`src/hw/rtl/pp_pkg.sv`:
```
`default_nettype none
package pp_pkg;

   localparam int COORD_BITS_DEFAULT = 16;
   localparam int SUM_BITS_DEFAULT   = 32;
   localparam int QUEUE_DEPTH        = 4;

   typedef enum logic [4:0] {
      ST_IDLE = 5'b00001,
      ST_SQR  = 5'b00010,
      ST_SUM  = 5'b00100,
      ST_ROOT = 5'b01000,
      ST_ACC  = 5'b10000
   } back_state_type;

   // Round a bit count up to whole bytes.
   function automatic int byte_pad(input int bits);
      byte_pad = ((bits + 7) / 8) * 8;
   endfunction

endpackage
`default_nettype wire

```
`src/hw/rtl/pp_queue.sv`:
```
`default_nettype none
module pp_queue #(
   parameter int WIDTH = 35,
   parameter int DEPTH = 4
) (
   input  wire logic             clock,
   input  wire logic             reset,
   input  wire logic             push_valid,
   output logic                  push_ready,
   input  wire logic [WIDTH-1:0] push_data,
   output logic                  pop_valid,
   input  wire logic             pop_ready,
   output logic [WIDTH-1:0]      pop_data
);
   localparam int PTR_W = (DEPTH > 1) ? $clog2(DEPTH) : 1;
   localparam int CNT_W = $clog2(DEPTH + 1);

   logic [WIDTH-1:0] entry_ff [DEPTH];
   logic [PTR_W-1:0] wr_ptr_ff, wr_ptr_in, rd_ptr_ff, rd_ptr_in;
   logic [CNT_W-1:0] count_ff, count_in;
   logic             do_push, do_pop;

   assign push_ready = (count_ff != CNT_W'(DEPTH));
   assign pop_valid  = (count_ff != '0);
   assign pop_data   = entry_ff[rd_ptr_ff];
   assign do_push    = push_valid && push_ready;
   assign do_pop     = pop_valid && pop_ready;

   always_comb begin
      wr_ptr_in = wr_ptr_ff;
      rd_ptr_in = rd_ptr_ff;
      count_in  = count_ff;
      if (do_push) begin
         wr_ptr_in = (wr_ptr_ff == PTR_W'(DEPTH - 1)) ? '0 : wr_ptr_ff + 1'b1;
      end
      if (do_pop) begin
         rd_ptr_in = (rd_ptr_ff == PTR_W'(DEPTH - 1)) ? '0 : rd_ptr_ff + 1'b1;
      end
      case ({do_push, do_pop})
         2'b10:   count_in = count_ff + 1'b1;
         2'b01:   count_in = count_ff - 1'b1;
         default: count_in = count_ff;
      endcase
   end

   always_ff @(posedge clock) begin
      if (reset) begin
         wr_ptr_ff <= '0;
         rd_ptr_ff <= '0;
         count_ff  <= '0;
      end else begin
         wr_ptr_ff <= wr_ptr_in;
         rd_ptr_ff <= rd_ptr_in;
         count_ff  <= count_in;
      end
   end

   always_ff @(posedge clock) begin
      if (do_push) begin
         entry_ff[wr_ptr_ff] <= push_data;
      end
   end

endmodule
`default_nettype wire

```
`src/hw/rtl/pp_front.sv`:
```
`default_nettype none
module pp_front #(
   parameter int COORD_BITS = 16
) (
   input  wire logic                  clock,
   input  wire logic                  reset,
   input  wire logic                  in_valid,
   output logic                       in_ready,
   input  wire logic [COORD_BITS-1:0] vertex_x,
   input  wire logic [COORD_BITS-1:0] vertex_y,
   input  wire logic                  last_vertex,
   // segment job: {emit, dy, dx}
   output logic                       job_valid,
   input  wire logic                  job_ready,
   output logic [2*COORD_BITS+2:0]    job_data
);
   localparam int DIFF_W = COORD_BITS + 1;
   localparam int JOB_W  = 2 * DIFF_W + 1;

   logic [COORD_BITS-1:0] first_x_ff, first_x_in, first_y_ff, first_y_in;
   logic [COORD_BITS-1:0] prev_x_ff, prev_x_in, prev_y_ff, prev_y_in;
   logic                  started_ff, started_in;
   logic                  pend_ff, pend_in;
   logic [JOB_W-1:0]      pend_job_ff, pend_job_in;
   logic                  accept;
   logic [DIFF_W-1:0]     seg_dx, seg_dy, close_dx, close_dy;

   function automatic logic [DIFF_W-1:0] abs_diff(input logic [COORD_BITS-1:0] a,
                                                  input logic [COORD_BITS-1:0] b);
      logic signed [DIFF_W-1:0] d;
      d = $signed({a[COORD_BITS-1], a}) - $signed({b[COORD_BITS-1], b});
      abs_diff = d[DIFF_W-1] ? DIFF_W'(-d) : DIFF_W'(d);
   endfunction

   // hold new vertices while a closing segment is pending or the queue is full
   assign in_ready = !pend_ff && job_ready;
   assign accept   = in_valid && in_ready;

   assign seg_dx   = abs_diff(vertex_x, prev_x_ff);
   assign seg_dy   = abs_diff(vertex_y, prev_y_ff);
   assign close_dx = abs_diff(first_x_ff, vertex_x);
   assign close_dy = abs_diff(first_y_ff, vertex_y);

   always_comb begin
      first_x_in  = first_x_ff;
      first_y_in  = first_y_ff;
      prev_x_in   = prev_x_ff;
      prev_y_in   = prev_y_ff;
      started_in  = started_ff;
      pend_in     = pend_ff;
      pend_job_in = pend_job_ff;
      job_valid   = 1'b0;
      job_data    = pend_job_ff;
      if (pend_ff) begin
         job_valid = 1'b1;
         if (job_ready) begin
            pend_in = 1'b0;
         end
      end else if (accept) begin
         prev_x_in = vertex_x;
         prev_y_in = vertex_y;
         if (!started_ff) begin
            first_x_in = vertex_x;
            first_y_in = vertex_y;
            started_in = !last_vertex;
            // a lone vertex closes on itself: zero-length closing segment
            job_valid  = last_vertex;
            job_data   = {1'b1, {DIFF_W{1'b0}}, {DIFF_W{1'b0}}};
         end else begin
            job_valid = 1'b1;
            job_data  = {1'b0, seg_dy, seg_dx};
            if (last_vertex) begin
               started_in  = 1'b0;
               pend_in     = 1'b1;
               pend_job_in = {1'b1, close_dy, close_dx};
            end
         end
      end
   end

   always_ff @(posedge clock) begin
      if (reset) begin
         started_ff <= 1'b0;
         pend_ff    <= 1'b0;
      end else begin
         started_ff <= started_in;
         pend_ff    <= pend_in;
      end
   end

   always_ff @(posedge clock) begin
      first_x_ff  <= first_x_in;
      first_y_ff  <= first_y_in;
      prev_x_ff   <= prev_x_in;
      prev_y_ff   <= prev_y_in;
      pend_job_ff <= pend_job_in;
   end

endmodule
`default_nettype wire

```
`src/hw/rtl/pp_back.sv`:
```
`default_nettype none
module pp_back #(
   parameter int COORD_BITS = 16,
   parameter int SUM_BITS   = 32
) (
   input  wire logic                    clock,
   input  wire logic                    reset,
   input  wire logic                    job_valid,
   output logic                         job_ready,
   input  wire logic [2*COORD_BITS+2:0] job_data,
   output logic                         out_valid,
   input  wire logic                    out_ready,
   output logic [SUM_BITS-1:0]          out_perimeter,
   output logic                         out_overflowed
);
   import pp_pkg::*;

   localparam int DIFF_W = COORD_BITS + 1;
   localparam int SQ_W   = 2 * DIFF_W;
   localparam int ROOT_W = COORD_BITS + 2;
   localparam int RAD_W  = 2 * ROOT_W;
   localparam int REM_W  = ROOT_W + 3;
   localparam int CNT_W  = $clog2(ROOT_W);
   localparam int ACC_W  = ((SUM_BITS > ROOT_W) ? SUM_BITS : ROOT_W) + 1;

   back_state_type      state_ff, state_in;
   logic [DIFF_W-1:0]   dx_ff, dx_in, dy_ff, dy_in;
   logic                emit_ff, emit_in;
   logic [SQ_W-1:0]     sqx_ff, sqx_in, sqy_ff, sqy_in;
   logic [RAD_W-1:0]    rad_ff, rad_in;
   logic [REM_W-1:0]    rem_ff, rem_in, rem_sh, trial;
   logic [ROOT_W-1:0]   root_ff, root_in;
   logic [CNT_W-1:0]    cnt_ff, cnt_in;
   logic [SUM_BITS-1:0] sum_ff, sum_in, sum_next;
   logic                sat_ff, sat_in, sat_next;
   logic [ACC_W-1:0]    acc;
   logic                out_valid_ff, out_valid_in;
   logic [SUM_BITS-1:0] perim_ff, perim_in;
   logic                ovf_ff, ovf_in;
   logic                out_free;

   assign job_ready      = (state_ff == ST_IDLE);
   assign out_valid      = out_valid_ff;
   assign out_perimeter  = perim_ff;
   assign out_overflowed = ovf_ff;
   assign out_free       = !out_valid_ff || out_ready;

   assign sqx_in = dx_ff * dx_ff;
   assign sqy_in = dy_ff * dy_ff;

   assign rem_sh = {rem_ff[REM_W-3:0], rad_ff[RAD_W-1:RAD_W-2]};
   assign trial  = REM_W'({root_ff, 2'b01});

   // saturating accumulate of the finished segment length
   assign acc = ACC_W'(sum_ff) + ACC_W'(root_ff);
   always_comb begin
      if (|acc[ACC_W-1:SUM_BITS]) begin
         sum_next = '1;
         sat_next = 1'b1;
      end else begin
         sum_next = acc[SUM_BITS-1:0];
         sat_next = sat_ff;
      end
   end

   always_comb begin
      state_in     = state_ff;
      dx_in        = dx_ff;
      dy_in        = dy_ff;
      emit_in      = emit_ff;
      rad_in       = rad_ff;
      rem_in       = rem_ff;
      root_in      = root_ff;
      cnt_in       = cnt_ff;
      sum_in       = sum_ff;
      sat_in       = sat_ff;
      out_valid_in = out_valid_ff && !out_ready;
      perim_in     = perim_ff;
      ovf_in       = ovf_ff;
      case (state_ff)
         ST_IDLE: begin
            if (job_valid) begin
               dx_in    = job_data[DIFF_W-1:0];
               dy_in    = job_data[2*DIFF_W-1:DIFF_W];
               emit_in  = job_data[2*DIFF_W];
               state_in = ST_SQR;
            end
         end
         ST_SQR: begin
            state_in = ST_SUM;
         end
         ST_SUM: begin
            rad_in   = RAD_W'(sqx_ff) + RAD_W'(sqy_ff);
            rem_in   = '0;
            root_in  = '0;
            cnt_in   = '0;
            state_in = ST_ROOT;
         end
         ST_ROOT: begin
            // one root bit per cycle, restoring shift-subtract
            rad_in = {rad_ff[RAD_W-3:0], 2'b00};
            if (rem_sh >= trial) begin
               rem_in  = rem_sh - trial;
               root_in = {root_ff[ROOT_W-2:0], 1'b1};
            end else begin
               rem_in  = rem_sh;
               root_in = {root_ff[ROOT_W-2:0], 1'b0};
            end
            cnt_in = cnt_ff + 1'b1;
            if (cnt_ff == CNT_W'(ROOT_W - 1)) begin
               state_in = ST_ACC;
            end
         end
         ST_ACC: begin
            if (!emit_ff) begin
               sum_in   = sum_next;
               sat_in   = sat_next;
               state_in = ST_IDLE;
            end else if (out_free) begin
               out_valid_in = 1'b1;
               perim_in     = sum_next;
               ovf_in       = sat_next;
               sum_in       = '0;
               sat_in       = 1'b0;
               state_in     = ST_IDLE;
            end
         end
         default: begin
            state_in = ST_IDLE;
         end
      endcase
   end

   always_ff @(posedge clock) begin
      if (reset) begin
         state_ff     <= ST_IDLE;
         sum_ff       <= '0;
         sat_ff       <= 1'b0;
         out_valid_ff <= 1'b0;
      end else begin
         state_ff     <= state_in;
         sum_ff       <= sum_in;
         sat_ff       <= sat_in;
         out_valid_ff <= out_valid_in;
      end
   end

   always_ff @(posedge clock) begin
      dx_ff    <= dx_in;
      dy_ff    <= dy_in;
      emit_ff  <= emit_in;
      sqx_ff   <= sqx_in;
      sqy_ff   <= sqy_in;
      rad_ff   <= rad_in;
      rem_ff   <= rem_in;
      root_ff  <= root_in;
      cnt_ff   <= cnt_in;
      perim_ff <= perim_in;
      ovf_ff   <= ovf_in;
   end

endmodule
`default_nettype wire

```
`src/hw/rtl/polygon_perimeter.sv`:
```
// Perimeter of a closed polygon. Vertices stream in one transfer each as signed
// fixed-point x/y with 8 fraction bits; tlast marks the final vertex. Every edge
// length is the truncated square root of dx*dx + dy*dy, summed with saturation at
// all ones (tuser of the result then reads 1). The final vertex also adds the
// closing edge back to the first vertex and yields one result transfer, unsigned
// with 8 fraction bits; a single-vertex polygon yields zero. Each edge goes to the
// back-end square root unit, which works one root bit per cycle; the last vertex
// carries its own edge and the closing edge. A four-entry queue lets the input
// side run ahead of the root unit; a result waiting for rsp_tready holds the root
// unit only once the next result is due.
`default_nettype none
module polygon_perimeter #(
   parameter int COORD_BITS = pp_pkg::COORD_BITS_DEFAULT,
   parameter int SUM_BITS   = pp_pkg::SUM_BITS_DEFAULT
) (
   input  wire logic                                       clock,
   input  wire logic                                       reset,
   input  wire logic                                       req_tvalid,
   output logic                                            req_tready,
   // vertex_x, vertex_y
   input  wire logic [pp_pkg::byte_pad(2*COORD_BITS)-1:0] req_tdata,
   input  wire logic                                       req_tlast,
   output logic                                            rsp_tvalid,
   input  wire logic                                       rsp_tready,
   // perimeter
   output logic [pp_pkg::byte_pad(SUM_BITS)-1:0]          rsp_tdata,
   // overflowed
   output logic                                            rsp_tuser
);
   import pp_pkg::*;

   localparam int JOB_W = 2 * (COORD_BITS + 1) + 1;
   localparam int RSP_W = byte_pad(SUM_BITS);

   logic                push_valid, push_ready, pop_valid, pop_ready;
   logic [JOB_W-1:0]    push_data, pop_data;
   logic [SUM_BITS-1:0] perimeter;

   pp_front #(
      .COORD_BITS (COORD_BITS)
   ) u_front (
      .clock       (clock),
      .reset       (reset),
      .in_valid    (req_tvalid),
      .in_ready    (req_tready),
      .vertex_x    (req_tdata[COORD_BITS-1:0]),
      .vertex_y    (req_tdata[2*COORD_BITS-1:COORD_BITS]),
      .last_vertex (req_tlast),
      .job_valid   (push_valid),
      .job_ready   (push_ready),
      .job_data    (push_data)
   );

   pp_queue #(
      .WIDTH (JOB_W),
      .DEPTH (QUEUE_DEPTH)
   ) u_queue (
      .clock      (clock),
      .reset      (reset),
      .push_valid (push_valid),
      .push_ready (push_ready),
      .push_data  (push_data),
      .pop_valid  (pop_valid),
      .pop_ready  (pop_ready),
      .pop_data   (pop_data)
   );

   pp_back #(
      .COORD_BITS (COORD_BITS),
      .SUM_BITS   (SUM_BITS)
   ) u_back (
      .clock          (clock),
      .reset          (reset),
      .job_valid      (pop_valid),
      .job_ready      (pop_ready),
      .job_data       (pop_data),
      .out_valid      (rsp_tvalid),
      .out_ready      (rsp_tready),
      .out_perimeter  (perimeter),
      .out_overflowed (rsp_tuser)
   );

   assign rsp_tdata = RSP_W'(perimeter);

endmodule
`default_nettype wire

```
`config.mk`:
```
export PLATFORM = sky130hd
export DESIGN_NAME = polygon_perimeter
export DESIGN_NICKNAME = d
export VERILOG_FILES = /design/src/hw/rtl/pp_pkg.sv /design/src/hw/rtl/pp_queue.sv /design/src/hw/rtl/pp_front.sv /design/src/hw/rtl/pp_back.sv /design/src/hw/rtl/polygon_perimeter.sv
export SDC_FILE = /design/constraint.sdc
export NUM_CORES = 2
export LEC_CHECK = 0
export ABC_AREA = 1
export BUFFER_PORTS_ARGS = -buffer_cell sky130_fd_sc_hd__buf_2
export CAP_MARGIN = 20
export CORE_AREA = 2 2 388 390
export DETAILED_ROUTE_END_ITERATION = 12
export DIE_AREA = 0 0 390 392
export SETUP_SLACK_MARGIN = 0.1
export SLEW_MARGIN = 10
export SYNTH_ARGS = -nofsm -noshare
export SYNTH_HDL_FRONTEND = slang
export SYNTH_SLANG_ARGS = --single-unit
```
`constraint.sdc`:
```
create_clock -name clock -period 10 [get_ports clock]
set_input_delay 0 -clock clock [delete_from_list [all_inputs] [get_ports clock]]
set_output_delay 0 -clock clock [all_outputs]
set_load 0.02 [all_outputs]
```
==> impl_metrics.tcl <==
set metrics [dict create \
    routabilityCongestion 0.8839 \
    post_cts_buffers 0 \
    antenna_found_initial 0 \
    crit_path_start_kind "flip-flop" \
    diodes 0 \
    min_from "req_tdata[5]" \
    dr_total_vias 33490 \
    maxCapViolCount 0 \
    cts_tree "built" \
    clock_path_buffers 3 \
    wl_per_cell_um 13.97 \
    cts-htree-levels 2 \
    area_growth_pct 10.38 \
    rr_worst_depth 19 \
    fin_setup_tns_ns 0 \
    worstHoldPathType "input pin to flip-flop" \
    synth_top_family_by_area "adder cells" \
    r2r_start "u_back.dx_ff[14]" \
    slew_violations 0 \
    clock_sinks 498 \
    path_class "flip-flop to flip-flop" \
    max_freq_mhz 164.6 \
    ios 72 \
    grt_pass1_vias 33890 \
    setup_violations 0 \
    netlist_area_um2 44250 \
    drtIter0Drc 1923 \
    finalCritPeriodShare_pct 60.74 \
    synth-simple-area-share_pct 18.61 \
    port_buffers 71 \
    startpoint "u_back.dx_ff[14]" \
    viasPerCell 4.529 \
    globalRouteOverflowTotal 0 \
    maxSlewHeadroom_pct 36.03 \
    fin_skew_ns 0.03872 \
    grt_max_degree 79 \
    dieArea_um2 152900 \
    final_antenna_net_count 0 \
    critPathArrivalTime_ns 6.59 \
    nNetsFinal 6192 \
    outcome "finished clean" \
    grt_pass1_wl_um 169900 \
    crit_path_end_kind "flip-flop" \
    track_usage_pct 13.53 \
    synth_edf_count 384 \
    synth_area_per_cell_um2 8.257 \
    cp.required_ns 10.52 \
    synthXorXnorAreaFrac_pct 3.164 \
    final_cell_mix "1225 x nand2_1, 1192 x inv_1, 386 x fa_1" \
    fin_crit_ns 6.074 \
    synth_warnings 0 \
    clk_transition_reported_paths_ns 0.06 \
    min_path_cells 2 \
    dr.pass1.iters 5 \
    clk_latency_ns 0.64 \
    postLayoutCoreUtil_pct 32.81 \
    synth_mux_area_share_pct 0.02545 \
    hold_viol_final 0 \
    row_count 142 \
    ys.flop_type "edfxtp_1" \
    synth_async_sr_flop_share_pct 0 \
    final_common_cell "nand2_1" \
    core_um2 148900 \
    crit_fanout 19 \
    synth_adder_area_share_pct 27.73 \
    max_slew.worst_pin.slew_ns 0.9581 \
    design_area_um2 48840 \
    ys_ff_latch 498 \
    dp_hpwl_um 81240 \
    synth_cells 5359 \
    ys_seq_area_share_pct 31.22 \
    numCtsBuffers 53 \
    holdWs_ns 0.1397 \
    initial_core_util_pct 29.72 \
    drive_above_1_share_pct 4.900 \
    placed_area_um2 46710 \
    synth_nets 6145 \
    root_buffer "clkbuf_16" \
    synth_cell_types 54 \
    rsz0062_at_grt "no" \
    synth-compound-area-share_pct 7.812 \
    drc 0 \
    wirelength_um 103200 \
    die_x_um 390 \
    die_h_um 392 \
]
metrics by stage:
step | worst slack [ns] | instances
floorplan | 4.375 | 5359
global placement | 3.971 | 7257
detailed placement | 3.973 | 7257
CTS | 3.913 | 7392
global route | 3.501 | 7393
finish | 3.926 | 7393
final cells by class:
type,count,area (µm²)
clock inverters,28,289.0
clock buffers,70,1446
flip-flops and latches,498,13820
multi-input cells,3527,25470
inverters,1199,4503
repair buffers,127,888.4
well taps,1944,2432
fillers,15540,100000
kinds of logic after synthesis:
family	Yosys count
AOI/OAI and AO/OA	635
xor gates and xnor gates	159
adders and majority gates	749
buffers and inverters	1334
DFF	498
muxes	1
and+or+nand+nor	1983
state kept, by name (all words and copies together), names as in the netlist, 2 cells and up:
name and flops:
u_back.dy_ff 17, u_queue.wr_ptr_ff 2, u_back.cnt_ff 5, u_queue.rd_ptr_ff 2, u_queue.entry_ff 140, u_front.pend_job_ff 34
u_front.first_y_ff 16, u_back.sqx_ff 33, u_back.rem_ff 19, u_back.sqy_ff 33, u_front.prev_x_ff 16, u_front.first_x_ff 16
u_back.rad_ff 36, u_back.out_perimeter 32, u_front.prev_y_ff 16, u_back.dx_ff 17, u_queue.count_ff 3, u_back.root_ff 18
u_back.state_ff 5, u_back.sum_ff 32
worst paths after layout:
kind,end,slack [ns]
worst max register to register,u_back.sqx_ff[31],3.93
worst min register to register,u_back.sum_ff[6],0.47
worst min-delay path,u_front.prev_x_ff[5],0.14
worst max-delay path,u_back.sqx_ff[31],3.93
synth_stat cells, types with 4 or more instances:
cell type  instances  share of area (%)
inv_2              4              0.034
buf_2              9               0.10
nor4_1             5              0.071
buf_1              5              0.042
dfxtp_1          114                5.2
a21boi_0           4              0.068
o21ai_2            4              0.079
nor2_1           379                3.2
nor3_1            38               0.43
o21ai_1           19               0.21
edfxtp_1         384                 26
or2_2             11               0.16
nand3_1          191                2.2
o22ai_1           35               0.49
inv_1           1192                 10
a21o_1            18               0.31
ha_1             363                 10
nand2_2           26               0.37
o21a_1             9               0.15
nand3_2           16               0.36
nand2_1         1226                 10
a21oi_1          264                3.0
fa_1             386                 17
nor2_2             6              0.085
o2111ai_1          6               0.12
nand3b_1          17               0.29
xor2_1            95                1.9
and2_1             5              0.071
o21bai_1          18               0.31
nand4_1           49               0.69
a31oi_1           20               0.28
o21ai_0          220                2.5
o211ai_1           8               0.14
buf_6              6               0.15
clkbuf_1         115               0.98
xnor2_1           63                1.2
routing by layer:
layer | vias to the layer above | wire, µm | global-route usage, %
met4 | 0 | 2122 | 2.976
met1 | 15910 | 46780 | 17.34
li1 | 16830 | - | -
met5 | - | 0 | 0
met3 | 129 | 4084 | 1.554
met2 | 615 | 50250 | 24.29
critical path, stage by stage, from the launching register on:
cell	delay, ns
edfxtp_1	0.98
nand2_1	0.19
fa_1	0.57
fa_1	0.56
inv_1	0.06
fa_1	0.50
fa_1	0.52
fa_1	0.49
inv_1	0.05
fa_1	0.47
inv_1	0.04
ha_1	0.33
a21oi_1	0.26
o21ai_0	0.18
a21oi_1	0.17
nand3_1	0.13
a21o_1	0.21
nand2_1	0.06
nand2_1	0.05
xor2_1	0.13
repair_timing:
item / in CTS / in global routing
hold buffers: 37 / 0
hold endpoints to repair: 137 / 0
resized for setup: 0 / 0
Power is left out: the tool's default activity adds up to more than one toggle a clock period on the data nets, which glitch-free logic cannot reach.
